===== src/design/cwfc_pkg.sv =====
package cwfc_pkg;

   localparam logic [7:0] CRC_POLY = 8'h31;
   localparam logic [7:0] CRC_INIT = 8'hFF;
   localparam logic [7:0] CRC_MSB  = 8'h80;
   localparam logic [7:0] ERR_MAX  = 8'hFF;

   // result queue geometry
   localparam int Q_DEPTH = 4;
   localparam int Q_PTR_W = 2;
   localparam int Q_CNT_W = 3;

   // configuration register map
   localparam int CSR_ADDR_W = 2;
   typedef enum logic [CSR_ADDR_W-1:0] {
      REG_DIRECTION = 2'd0
   } csr_addr_type;

   typedef struct packed {
      logic [7:0] byte_out;
      logic       is_check;
      logic       crc_bad;
      logic [7:0] error_count;
      logic       last_out;
   } rsp_item_type;

   typedef struct packed {
      logic push;
      logic two;
   } push_ctl_type;

   // one byte of CRC-8, MSB first, eight shift steps
   function automatic logic [7:0] crc8_byte(input logic [7:0] crc, input logic [7:0] b);
      logic [7:0] c;
      c = crc ^ b;
      for (int k = 0; k < 8; k++) begin
         if ((c & CRC_MSB) != 8'h00) begin
            c = (c << 1) ^ CRC_POLY;
         end else begin
            c = c << 1;
         end
      end
      return c;
   endfunction

endpackage


===== src/design/cwfc_req_if.sv =====
interface cwfc_req_if;
   logic       valid;
   logic       ready;
   logic [7:0] byte_in;
   logic       last_in;

   modport source (output valid, output byte_in, output last_in, input ready);
   modport sink   (input valid, input byte_in, input last_in, output ready);
endinterface


===== src/design/cwfc_rsp_if.sv =====
interface cwfc_rsp_if;
   logic       valid;
   logic       ready;
   logic [7:0] byte_out;
   logic       is_check;
   logic       crc_bad;
   logic [7:0] error_count;
   logic       last_out;

   modport source (output valid, output byte_out, output is_check, output crc_bad,
                   output error_count, output last_out, input ready);
   modport sink   (input valid, input byte_out, input is_check, input crc_bad,
                   input error_count, input last_out, output ready);
endinterface


===== src/design/cwfc_rsp_queue.sv =====
module cwfc_rsp_queue (
   input  logic                         clock,
   input  logic                         reset,
   input  cwfc_pkg::push_ctl_type       push_ctl,
   input  cwfc_pkg::rsp_item_type       item0,
   input  cwfc_pkg::rsp_item_type       item1,
   output logic [cwfc_pkg::Q_CNT_W-1:0] space,
   cwfc_rsp_if.source                   rsp
);

   cwfc_pkg::rsp_item_type entries_ff [cwfc_pkg::Q_DEPTH];

   logic [cwfc_pkg::Q_PTR_W-1:0] wr_ptr_ff, wr_ptr_in;
   logic [cwfc_pkg::Q_PTR_W-1:0] rd_ptr_ff, rd_ptr_in;
   logic [cwfc_pkg::Q_CNT_W-1:0] count_ff, count_in;
   logic [cwfc_pkg::Q_CNT_W-1:0] push_n;
   logic                         pop;
   cwfc_pkg::rsp_item_type       head;

   assign pop   = rsp.valid && rsp.ready;
   assign space = cwfc_pkg::Q_CNT_W'(cwfc_pkg::Q_DEPTH) - count_ff;

   always_comb begin
      if (!push_ctl.push) begin
         push_n = '0;
      end else if (push_ctl.two) begin
         push_n = cwfc_pkg::Q_CNT_W'(2);
      end else begin
         push_n = cwfc_pkg::Q_CNT_W'(1);
      end
      wr_ptr_in = wr_ptr_ff + cwfc_pkg::Q_PTR_W'(push_n);
      rd_ptr_in = rd_ptr_ff + cwfc_pkg::Q_PTR_W'(pop);
      count_in  = count_ff + push_n - cwfc_pkg::Q_CNT_W'(pop);
   end

   always_ff @(posedge clock) begin
      if (reset) begin
         wr_ptr_ff <= '0;
         rd_ptr_ff <= '0;
         count_ff  <= '0;
      end else begin
         wr_ptr_ff <= wr_ptr_in;
         rd_ptr_ff <= rd_ptr_in;
         count_ff  <= count_in;
      end
   end

   always_ff @(posedge clock) begin
      if (push_ctl.push) begin
         entries_ff[wr_ptr_ff] <= item0;
         if (push_ctl.two) begin
            entries_ff[wr_ptr_ff + cwfc_pkg::Q_PTR_W'(1)] <= item1;
         end
      end
   end

   assign head            = entries_ff[rd_ptr_ff];
   assign rsp.valid       = (count_ff != '0);
   assign rsp.byte_out    = head.byte_out;
   assign rsp.is_check    = head.is_check;
   assign rsp.crc_bad     = head.crc_bad;
   assign rsp.error_count = head.error_count;
   assign rsp.last_out    = head.last_out;

`ifndef NO_ASSERTIONS
   a_count_bound: assert property (@(posedge clock) disable iff (reset)
      count_ff <= cwfc_pkg::Q_CNT_W'(cwfc_pkg::Q_DEPTH))
      else $error("result queue count beyond depth");

   a_no_overflow: assert property (@(posedge clock) disable iff (reset)
      push_ctl.push |-> (push_n <= space + cwfc_pkg::Q_CNT_W'(pop)))
      else $error("result queue overflow");

   a_ptr_track: assert property (@(posedge clock) disable iff (reset)
      (count_ff == '0) |-> (wr_ptr_ff == rd_ptr_ff))
      else $error("result queue empty with unequal pointers");

   a_drain: assert property (@(posedge clock) disable iff (reset)
      (pop && count_ff == cwfc_pkg::Q_CNT_W'(1) && !push_ctl.push) |=> !rsp.valid)
      else $error("result queue not empty after last pop");
`endif

endmodule


===== src/design/crc8_word_framer_checker_top.sv =====
// CRC-8 word framer and checker. The byte stream is cut into 16-bit words of two
// bytes, each followed by a check byte (CRC-8, polynomial 0x31, seed 0xFF, MSB
// first, no final XOR), with the CRC restarting for every word. With direction
// at 0 (receive) every byte comes back out once; each third byte is flagged as a
// check byte, compared against the CRC of the two bytes before it, and a
// saturating per-transfer mismatch count rides along on every result. With
// direction at 1 (transmit) data bytes pass through and a generated check byte
// follows every second data byte as an extra result transaction. A byte with
// last_in set ends the transfer and clears position, CRC and count; a transfer
// ending mid-word leaves its trailing bytes unchecked. Each accepted byte is
// handled in the cycle it is taken and its results land in a four-entry result
// queue, so one byte is taken per clock as long as the queue has room for the
// results it will produce (one, or two in transmit at word end); in transmit the
// rate is bounded by the output side at three results per two bytes. Results are
// registered in the queue before they reach rsp. Change direction only while idle.
module crc8_word_framer_checker_top (
   input  logic                            clock,
   input  logic                            reset,
   cwfc_req_if.sink                        req,
   cwfc_rsp_if.source                      rsp,
   input  logic                            csr_psel,
   input  logic                            csr_penable,
   input  logic                            csr_pwrite,
   input  logic [cwfc_pkg::CSR_ADDR_W-1:0] csr_paddr,
   input  logic [31:0]                     csr_pwdata,
   output logic [31:0]                     csr_prdata,
   output logic                            csr_pready
);

   logic       direction_ff;
   logic [1:0] pos_ff, pos_in;
   logic [7:0] crc_ff, crc_in;
   logic [7:0] mis_ff, mis_in;

   logic       accept;
   logic       need_two;
   logic [cwfc_pkg::Q_CNT_W-1:0] need;
   logic [cwfc_pkg::Q_CNT_W-1:0] space;
   logic [7:0] crc_next;
   logic       bad;

   cwfc_pkg::push_ctl_type push_ctl;
   cwfc_pkg::rsp_item_type item0, item1;

   // configuration port: pready always high, single register
   assign csr_pready = 1'b1;

   always_comb begin
      csr_prdata = '0;
      if (csr_paddr == cwfc_pkg::REG_DIRECTION) begin
         csr_prdata = {31'b0, direction_ff};
      end
   end

   always_ff @(posedge clock) begin
      if (reset) begin
         direction_ff <= 1'b0;
      end else if (csr_psel && csr_penable && csr_pwrite && csr_pready &&
                   csr_paddr == cwfc_pkg::REG_DIRECTION) begin
         direction_ff <= csr_pwdata[0];
      end
   end

   // transmit at second byte of a word emits the data byte plus a check byte;
   // any nonzero position counts as second byte
   assign need_two = direction_ff && (pos_ff != 2'd0);
   assign need     = need_two ? cwfc_pkg::Q_CNT_W'(2) : cwfc_pkg::Q_CNT_W'(1);

   // hold off the source only when the queue cannot take this byte's results
   assign req.ready = (need <= space);
   assign accept    = req.valid && req.ready;

   assign crc_next = cwfc_pkg::crc8_byte(crc_ff, req.byte_in);
   assign bad      = (req.byte_in != crc_ff);

   always_comb begin
      pos_in = pos_ff;
      crc_in = crc_ff;
      mis_in = mis_ff;
      item0  = '0;
      item1  = '0;
      item0.byte_out = req.byte_in;
      item0.last_out = req.last_in;

      if (direction_ff) begin
         item0.error_count = mis_ff;
         item1.byte_out    = crc_next;
         item1.is_check    = 1'b1;
         item1.error_count = mis_ff;
         item1.last_out    = req.last_in;
         if (need_two) begin
            item0.last_out = 1'b0;
            pos_in = 2'd0;
            crc_in = cwfc_pkg::CRC_INIT;
         end else begin
            pos_in = 2'd1;
            crc_in = crc_next;
         end
      end else if (!pos_ff[1]) begin
         // receive data byte: fold into the word CRC
         item0.error_count = mis_ff;
         pos_in = pos_ff + 2'd1;
         crc_in = crc_next;
      end else begin
         // receive check byte (position 2, or the unreachable 3)
         if (bad && mis_ff != cwfc_pkg::ERR_MAX) begin
            mis_in = mis_ff + 8'd1;
         end
         item0.is_check    = 1'b1;
         item0.crc_bad     = bad;
         item0.error_count = mis_in;
         pos_in = 2'd0;
         crc_in = cwfc_pkg::CRC_INIT;
      end

      // end of transfer: drop all word and count state
      if (req.last_in) begin
         pos_in = 2'd0;
         crc_in = cwfc_pkg::CRC_INIT;
         mis_in = '0;
      end
   end

   always_ff @(posedge clock) begin
      if (reset) begin
         pos_ff <= 2'd0;
         crc_ff <= cwfc_pkg::CRC_INIT;
         mis_ff <= '0;
      end else if (accept) begin
         pos_ff <= pos_in;
         crc_ff <= crc_in;
         mis_ff <= mis_in;
      end
   end

   assign push_ctl.push = accept;
   assign push_ctl.two  = need_two;

   cwfc_rsp_queue u_queue (
      .clock    (clock),
      .reset    (reset),
      .push_ctl (push_ctl),
      .item0    (item0),
      .item1    (item1),
      .space    (space),
      .rsp      (rsp)
   );

endmodule

===== src/flat_wrapper.sv =====
// flat-port wrapper written by rule: the top's interface ports become plain ports
module crc8_word_framer_checker_top_flat 
  (clock, reset, csr_psel, csr_penable, csr_pwrite, csr_paddr, csr_pwdata, csr_prdata, csr_pready, req_valid, req_byte_in, req_last_in, req_ready, rsp_valid, rsp_byte_out, rsp_is_check, rsp_crc_bad, rsp_error_count, rsp_last_out, rsp_ready);
  cwfc_req_if req_i ();
  cwfc_rsp_if rsp_i ();
  input  logic clock;
  input  logic reset;
  input  logic csr_psel;
  input  logic csr_penable;
  input  logic csr_pwrite;
  input  logic [cwfc_pkg::CSR_ADDR_W-1:0] csr_paddr;
  input  logic [31:0] csr_pwdata;
  output logic [31:0] csr_prdata;
  output logic csr_pready;
  input wire logic [$bits(req_i.valid)-1:0] req_valid;
  input wire logic [$bits(req_i.byte_in)-1:0] req_byte_in;
  input wire logic [$bits(req_i.last_in)-1:0] req_last_in;
  output wire logic [$bits(req_i.ready)-1:0] req_ready;
  output wire logic [$bits(rsp_i.valid)-1:0] rsp_valid;
  output wire logic [$bits(rsp_i.byte_out)-1:0] rsp_byte_out;
  output wire logic [$bits(rsp_i.is_check)-1:0] rsp_is_check;
  output wire logic [$bits(rsp_i.crc_bad)-1:0] rsp_crc_bad;
  output wire logic [$bits(rsp_i.error_count)-1:0] rsp_error_count;
  output wire logic [$bits(rsp_i.last_out)-1:0] rsp_last_out;
  input wire logic [$bits(rsp_i.ready)-1:0] rsp_ready;
  assign req_i.valid = req_valid;
  assign req_i.byte_in = req_byte_in;
  assign req_i.last_in = req_last_in;
  assign req_ready = req_i.ready;
  assign rsp_valid = rsp_i.valid;
  assign rsp_byte_out = rsp_i.byte_out;
  assign rsp_is_check = rsp_i.is_check;
  assign rsp_crc_bad = rsp_i.crc_bad;
  assign rsp_error_count = rsp_i.error_count;
  assign rsp_last_out = rsp_i.last_out;
  assign rsp_i.ready = rsp_ready;
  crc8_word_framer_checker_top u_core (.clock(clock), .reset(reset), .req(req_i), .rsp(rsp_i), .csr_psel(csr_psel), .csr_penable(csr_penable), .csr_pwrite(csr_pwrite), .csr_paddr(csr_paddr), .csr_pwdata(csr_pwdata), .csr_prdata(csr_prdata), .csr_pready(csr_pready));
endmodule

===== config.mk =====
export PLATFORM = sky130hd
export DESIGN_NAME = crc8_word_framer_checker_top_flat
export DESIGN_NICKNAME = d
export VERILOG_FILES = /design/src/design/cwfc_pkg.sv /design/src/design/cwfc_req_if.sv /design/src/design/cwfc_rsp_if.sv /design/src/design/cwfc_rsp_queue.sv /design/src/design/crc8_word_framer_checker_top.sv /design/src/flat_wrapper.sv
export SDC_FILE = /design/constraint.sdc
export NUM_CORES = 1
export LEC_CHECK = 0
export BUFFER_PORTS_ARGS = -buffer_cell sky130_fd_sc_hd__buf_2
export CORE_MARGIN = 2
export CORE_UTILIZATION = 38
export DETAILED_ROUTE_END_ITERATION = 6
export PLACE_DENSITY = 0.58
export SLEW_MARGIN = 20
export SYNTH_ARGS = -nofsm -noshare
export SYNTH_HDL_FRONTEND = slang
export SYNTH_SLANG_ARGS = --single-unit
export TNS_END_PERCENT = 20

===== constraint.sdc =====
create_clock -name clock -period 6.28 [get_ports clock]
set_input_delay 0 -clock clock [delete_from_list [all_inputs] [get_ports clock]]
set_output_delay 0 -clock clock [all_outputs]
set_load 0.05 [all_outputs]

==> results.sh, run 1 <==
export IMPL_status="finished, final reports clean"
export IMPL_fillers=1410
export IMPL_finalNetCount=616
export IMPL_cts_buffer_depth=2
export IMPL_layoutNonFillerInstCount=746
export IMPL_postLayoutSetupSlackWorst_ps=2926
export IMPL_cts_root_buffer="clkbuf_16"
export IMPL_leakagePower_nw=2.087
export IMPL_p_clk_frac=0.199
export IMPL_grt_use_met1=0.2387
export IMPL_mostFrequentLayoutCells="edfxtp_1, nand2_1, o21ai_0"
export IMPL_dpl_hpwl_mm=8.960
export IMPL_startpoint_type="flip-flop"
export IMPL_finClkSkew_ps=8.990
export IMPL_slew_headroom=0.2689
export IMPL_boundaryPins=104
export IMPL_core_um2=14640
export IMPL_drc=0
export IMPL_final_seq_area_um2=2764
export IMPL_internal_power_mw=1.573
export IMPL_critPathKind="flip-flop to flip-flop"
export IMPL_num_antenna_cells=0
export IMPL_wl_per_cell_um=19.05
export IMPL_synthCells=536
export IMPL_final_util=0.4239
export IMPL_final_common_cell="edfxtp_1"
export IMPL_cap_violations=0
export IMPL_synth_top_area_cell="edfxtp_1"
export IMPL_cts_made_buffers=9
export IMPL_tightest_slew_ps=1094
export IMPL_grt_ovfl_total=0
export IMPL_ys_warnings_count=0
export IMPL_gr_usage_met3=0.03965
export IMPL_critPathRequiredTime_ps=6260
export IMPL_power_mw=2.766
export IMPL_grt_busiest_layer="met2"
export IMPL_cts_tree="done"
export IMPL_worstSetupStartpoint="u_core.u_queue.count_ff[0]$_SDFF_PP0_"
export IMPL_holdWs_ps=3.779
export IMPL_min_period_ps=3354
export IMPL_post_cts_resized=0
export IMPL_viasPerCell=5.669
export IMPL_dpl_cell_area_um2=5884
export IMPL_drive_above_1_share=0.1779
export IMPL_finalSetupViolations=0
export IMPL_dpl_worst_slack_ps=2923
export IMPL_critical_path_arrival_ps=3330
export IMPL_hold_path_class="input pin to flip-flop"
export IMPL_ys_types=52
export IMPL_start_util=0.3905
export IMPL_dieArea_um2=16040
export IMPL_fin_crit_sh=0.5340
export IMPL_grt_use_met2=0.2935
export IMPL_fin_setup_tns_ps=0
export IMPL_min_delay_start="req_byte_in[4]"
export IMPL_path_max_fanout=18
export IMPL_die_height_um=126.7
export IMPL_cts_setup_buffers=0
export IMPL_p_seq_frac=0.338
export IMPL_grt_usage=0.1797
export IMPL_comb_power_share=0.463
export IMPL_synth_area_leaders="edfxtp_1, dfxtp_1, mux4_2"
export IMPL_finalMaxSlewViolations=0
export IMPL_cts_reportedPaths_clkPinSlew_ps=70
export IMPL_ys_ff_latch=102
export IMPL_cts_num_sinks=102
export IMPL_reg2reg_from="u_core.u_queue.count_ff[0]$_SDFF_PP0_"
export IMPL_synthArstFlopShare=0
export IMPL_cp_end_kind="flip-flop"
export IMPL_grt_start_max_net_pins=28
export IMPL_io_buffers=40
export IMPL_ys_seq_area_frac=0.4832
export IMPL_wl_mm=14.22
export IMPL_grt_pass1_vias=4023
export IMPL_synthFlopType="edfxtp_1"
export IMPL_syn_area_per_cell_um2=10.67
export IMPL_dr_pass1_iters=5
export IMPL_first_iter_violations=525
export IMPL_synth_top_area_frac=0.3781
export IMPL_area_growth_pct=8.556
export IMPL_grt_setup_unrepaired="false"
export IMPL_synth_edff_count=72
export IMPL_hold_viol=0
export IMPL_netlist_area_um2=5718
export IMPL_antenna_left=0
export IMPL_h_tree_depth=3
export IMPL_peakVddDrop_mv=0.2563
export IMPL_fp_row_count=44
export IMPL_multi_input_area_um2=2638
export IMPL_grt_pass1_wl_mm=21.87
export IMPL_antenna_found_initial=0
export IMPL_fmaxAchievable_ghz=0.2982
export IMPL_net_switching_power_mw=1.193
export IMPL_gp_congestion=0.8550
export IMPL_switching_share=0.4311
export IMPL_final_area_um2=6207
export IMPL_dpl_cell_count=726
export IMPL_clk_latency_ps=360
export IMPL_num_vias=4229
export IMPL_power_density_nw_per_um2=445.6
export IMPL_die_w_um=126.7
==> worst paths after layout <==
path | endpoint | slack, ps | cells after the start
setup / recovery | u_core.u_queue.entries_ff[1][1]$_DFFE_PP_ | 2930 | 7
hold / removal | u_core.u_queue.entries_ff[3][15]$_DFFE_PP_ | 4 | 3
setup reg to reg | u_core.u_queue.entries_ff[1][1]$_DFFE_PP_ | 2930 | 7
hold reg to reg | u_core.u_queue.entries_ff[3][9]$_SDFFE_PP0N_ | 460 | 2
==> layer usage <==
layer  routed length, µm  share of wire
met5                   0              0
met4                 233          0.016
met2                6936           0.49
met3                1039          0.073
met1                6005           0.42
==> state kept, by name, indices dropped and copies added, names as in the netlist <==
name / flops
u_core.pos_ff: 2
u_core.u_queue.wr_ptr_ff: 2
u_core.u_queue.count_ff: 3
u_core.direction_ff: 1
u_core.u_queue.rd_ptr_ff: 2
u_core.crc_ff: 8
u_core.mis_ff: 8
u_core.u_queue.entries_ff: 76
==> power groups by stage <==
stage	logic (mW)	registers [mW]	clock network [mW]
6_report	1.28	0.936	0.550
3_5_place_dp	1.28	0.953	0
3_3_place_gp	1.26	0.944	0
4_1_cts	1.29	0.938	0.557
2_1_floorplan	1.05	0.910	0
5_1_grt	1.38	0.949	0.584
==> synthesized netlist by cell type (all sizes together) (2+ instances only) <==
master,count
and3,5
nand4b,2
a21o,2
nand3,6
a21oi,42
or2,3
and2,5
or3,10
xnor2,22
mux2,4
o21ai,58
and4,2
conb,2
nor2b,10
mux4,19
buf,45
dfxtp,30
nand4,2
edfxtp,72
inv,10
a31oi,19
o2bb2ai,10
o31ai,5
nand2b,11
nand2,69
nor2,21
nor3,6
nand3b,3
clkbuf,21
a2111oi,2
a311oi,2
ha,8
==> final cells by class <==
| class | instances | share of cell area |
|---|---|---|
| clock buffer | 11 | 0.03749 |
| clock inverter | 5 | 0.008063 |
| inverter | 10 | 0.006047 |
| multi-input combinational | 388 | 0.4249 |
| sequential | 102 | 0.4453 |
| tap | 184 | 0.03709 |
| timing repair buffer | 46 | 0.04112 |
==> cells by family after synthesis <==
| logic type | Yosys count | share of synthesized area |
|---|---|---|
| XOR/XNOR | 24 | 0.04814 |
| flip-flops | 102 | 0.4832 |
| buffers and inverters | 76 | 0.07527 |
| other | 2 | 0.001313 |
| AND/OR/NAND/NOR | 156 | 0.1354 |
| multiplexers | 24 | 0.08446 |
| adder cells (fa/ha/maj) | 9 | 0.02101 |
| AO/OA/AOI/OAI | 143 | 0.1512 |
==> critical path, cell delays in order (launching register included) <==
cell       delay, ps
dfxtp_1          350
inv_1             50
ha_1             180
ha_1             300
nand2b_1         110
o2111ai_2        290
nand2b_1         660
nand2_1         1010
==> timing repair <==
action | 4_1_cts | 5_1_grt
hold endpoints to repair | 6 | 0
setup endpoints to repair | 0 | 0
hold buffers | 4 | 0
(Power assumes the default switching activity.)
==> inputs of run 2 (changes only) <==
--- a/config.mk
+++ b/config.mk
@@ -9,7 +9,7 @@
 export CORE_MARGIN = 2
 export CORE_UTILIZATION = 38
 export DETAILED_ROUTE_END_ITERATION = 6
-export PLACE_DENSITY = 0.58
+export PLACE_DENSITY = 0.6
 export SLEW_MARGIN = 20
 export SYNTH_ARGS = -nofsm -noshare
 export SYNTH_HDL_FRONTEND = slang
==> constraint.sdc (replaced) <==
create_clock -name clock -period 2.8 [get_ports clock]
set_input_delay 0 -clock clock [delete_from_list [all_inputs] [get_ports clock]]
set_output_delay 0 -clock clock [all_outputs]
set_load 0.05 [all_outputs]
==> run 2 against run 1 <==
Via count down 0.43%. Final area rose by 3.7%. Maximum frequency grew 30%. Die area did not move. Worst setup slack worse by 2700 ps. First-iteration DRC count is 29% lower. Global-route usage rose by 0.62 points. Core utilization grew 1.6 points. Register-to-register slack got worse by 2700 ps. Routed wire length down 1.4%.
==> results.sh, run 2 (synthesized netlist as in run 1, its figures left out) <==
export IMPL_tightest_slew_ps=577.2
export IMPL_power_density_nw_per_um2=984.9
export IMPL_fillers=1382
export IMPL_leakagePower_nw=2.205
export IMPL_cts_root_buffer="clkbuf_16"
export IMPL_status="finished, final reports clean"
export IMPL_internal_power_mw=3.640
export IMPL_hold_path_class="input pin to flip-flop"
export IMPL_startpoint_type="flip-flop"
export IMPL_regMostFlops="u_core.u_queue.entries_ff"
export IMPL_comb_power_share=0.476
export IMPL_area_growth_pct=12.60
export IMPL_final_common_cell="edfxtp_1"
export IMPL_cts_num_sinks=102
export IMPL_grt_ovfl_total=0
export IMPL_num_antenna_cells=0
export IMPL_cts_tree="done"
export IMPL_grt_start_max_net_pins=28
export IMPL_grt_setup_unrepaired="false"
export IMPL_gp_congestion=0.9078
export IMPL_dieArea_um2=16040
export IMPL_h_tree_depth=3
export IMPL_p_clk_frac=0.198
export IMPL_mostFrequentLayoutCells="edfxtp_1, nand2_1, o21ai_0"
export IMPL_cts_made_buffers=9
export IMPL_drive_above_1_share=0.2021
export IMPL_multi_input_area_um2=2638
export IMPL_final_seq_area_um2=2763
export IMPL_hold_path_depth=3
export IMPL_r2r_slack_ps=220
export IMPL_num_vias=4211
export IMPL_dpl_cell_area_um2=6076
export IMPL_cp_end_kind="flip-flop"
export IMPL_fp_row_count=44
export IMPL_finalNetCount=638
export IMPL_critPathRequiredTime_ps=2840
export IMPL_die_w_um=126.7
export IMPL_grt_pass1_vias=4307
export IMPL_r2r_cells=9
export IMPL_dr_pass1_iters=7
export IMPL_final_area_um2=6439
export IMPL_grt_pass1_wl_mm=22.91
export IMPL_fin_crit_sh=0.9218
export IMPL_cap_violations=0
export IMPL_fin_setup_tns_ps=0
export IMPL_clk_latency_ps=360
export IMPL_slew_headroom=0.6141
export IMPL_path_max_fanout=11
export IMPL_antenna_left=0
export IMPL_viasPerCell=5.483
export IMPL_fmaxAchievable_ghz=0.3875
export IMPL_net_switching_power_mw=2.702
export IMPL_critical_path_arrival_ps=2630
export IMPL_dpl_hpwl_mm=9.614
export IMPL_grt_usage=0.1859
export IMPL_start_util=0.3905
export IMPL_hold_viol=0
export IMPL_peakVddDrop_mv=0.6660
export IMPL_io_buffers=40
export IMPL_r2r_end="u_core.u_queue.entries_ff[3][1]$_DFFE_PP_"
export IMPL_reg_largest_list="u_core.u_queue.entries_ff (76), u_core.crc_ff (8), u_core.mis_ff (8)"
export IMPL_core_um2=14640
export IMPL_holdWs_ps=12.28
export IMPL_wl_mm=14.01
export IMPL_first_iter_violations=371
export IMPL_largest_register_ffs=76
export IMPL_switching_share=0.4261
export IMPL_p_seq_frac=0.326
export IMPL_finalSetupViolations=0
export IMPL_hold_end="u_core.u_queue.entries_ff[3][18]$_DFFE_PP_"
export IMPL_power_mw=6.342
export IMPL_min_delay_start="req_byte_in[7]"
export IMPL_critPathKind="flip-flop to flip-flop"
export IMPL_finalMaxSlewViolations=0
export IMPL_finClkSkew_ps=8.538
export IMPL_min_period_ps=2581
export IMPL_wl_per_cell_um=18.24
export IMPL_cts_reportedPaths_clkPinSlew_ps=70
export IMPL_antenna_found_initial=0
export IMPL_reg2reg_from="u_core.u_queue.count_ff[0]$_SDFF_PP0_"
export IMPL_die_height_um=126.7
export IMPL_boundaryPins=104
export IMPL_cts_buffer_depth=2
export IMPL_drc=0
run 2: cell count changes in the layout (fill, tap and decap cells not counted), moves of 2 or more:
cell,before,now
clkinv_2,3,1
clkinv_4,0,2
buf_4,2,17
dlygate4sd3_1,4,7
buf_12,0,4
run 2: timing repair:
item | 4_1_cts | 5_1_grt
buffers inserted | 0 | 0
resized for setup | 0 | 0
hold buffers | 7 | 0
endpoints found under the hold margin | 10 | 0
run 2: how the worst max path moves through the flow:
| stage | slack [ps] | to | start |
|---|---|---|---|
| CTS | 260 | u_core.u_queue.count_ff[2]$_SDFF_PP0_ | u_core.u_queue.count_ff[0]$_SDFF_PP0_ |
| global route | 40 | u_core.u_queue.entries_ff[1][8]$_DFFE_PP_ | u_core.u_queue.count_ff[0]$_SDFF_PP0_ |
| finish | 220 | u_core.u_queue.entries_ff[3][1]$_DFFE_PP_ | u_core.u_queue.count_ff[0]$_SDFF_PP0_ |
| floorplan | 180 | u_core.u_queue.count_ff[2]$_SDFF_PP0_ | u_core.u_queue.count_ff[0]$_SDFF_PP0_ |
| global placement | 330 | u_core.u_queue.count_ff[2]$_SDFF_PP0_ | u_core.u_queue.count_ff[0]$_SDFF_PP0_ |
| detailed placement | 270 | u_core.u_queue.count_ff[2]$_SDFF_PP0_ | u_core.u_queue.count_ff[0]$_SDFF_PP0_ |
run 2: metrics by stage:
step                      setup WS, ps    util  std cells
after floorplan                  180.1       -        566
after global placement           327.3  0.4149        745
after detailed placement         274.6  0.4149        745
after CTS                        257.2  0.4397        768
after global routing             42.86  0.4397        768
final                            219.1  0.4397        768
run 2: power by group through the flow:
stage	registers (mW)	logic, mW	clock network (mW)
2_1_floorplan	2.04	2.36	0
3_3_place_gp	2.08	2.99	0
3_5_place_dp	2.10	3.02	0
4_1_cts	2.07	3.04	1.28
5_1_grt	2.10	3.26	1.33
6_report	2.07	3.02	1.25
run 2: routing by layer:
metal | track usage | share of wire | routed length [µm] | vias to the layer above
li1 | - | - | - | 1986
met1 | 0.2414 | 0.42 | 5835 | 1990
met2 | 0.3059 | 0.48 | 6742 | 202
met3 | 0.02910 | 0.073 | 1017 | 33
met4 | 0.08920 | 0.030 | 415 | 0
met5 | 0 | 0 | 0 | -
run 2: layout make-up:
cell class                 instances  share of cell area
sequential                       102              0.4291
multi-input combinational        388              0.4096
timing repair buffer              68             0.07423
clock buffer                      11             0.03614
tap                              184             0.03576
clock inverter                     5            0.009328
inverter                          10            0.005830
run 2: worst max-delay path, cell delays in order (launching register included):
cell and delay (ps):
dfxtp_1 370, inv_1 60, ha_1 180, ha_1 280, nand2b_1 110, a21o_1 110, buf_4 160, nand4_1 480
nand2_1 240, buf_4 270
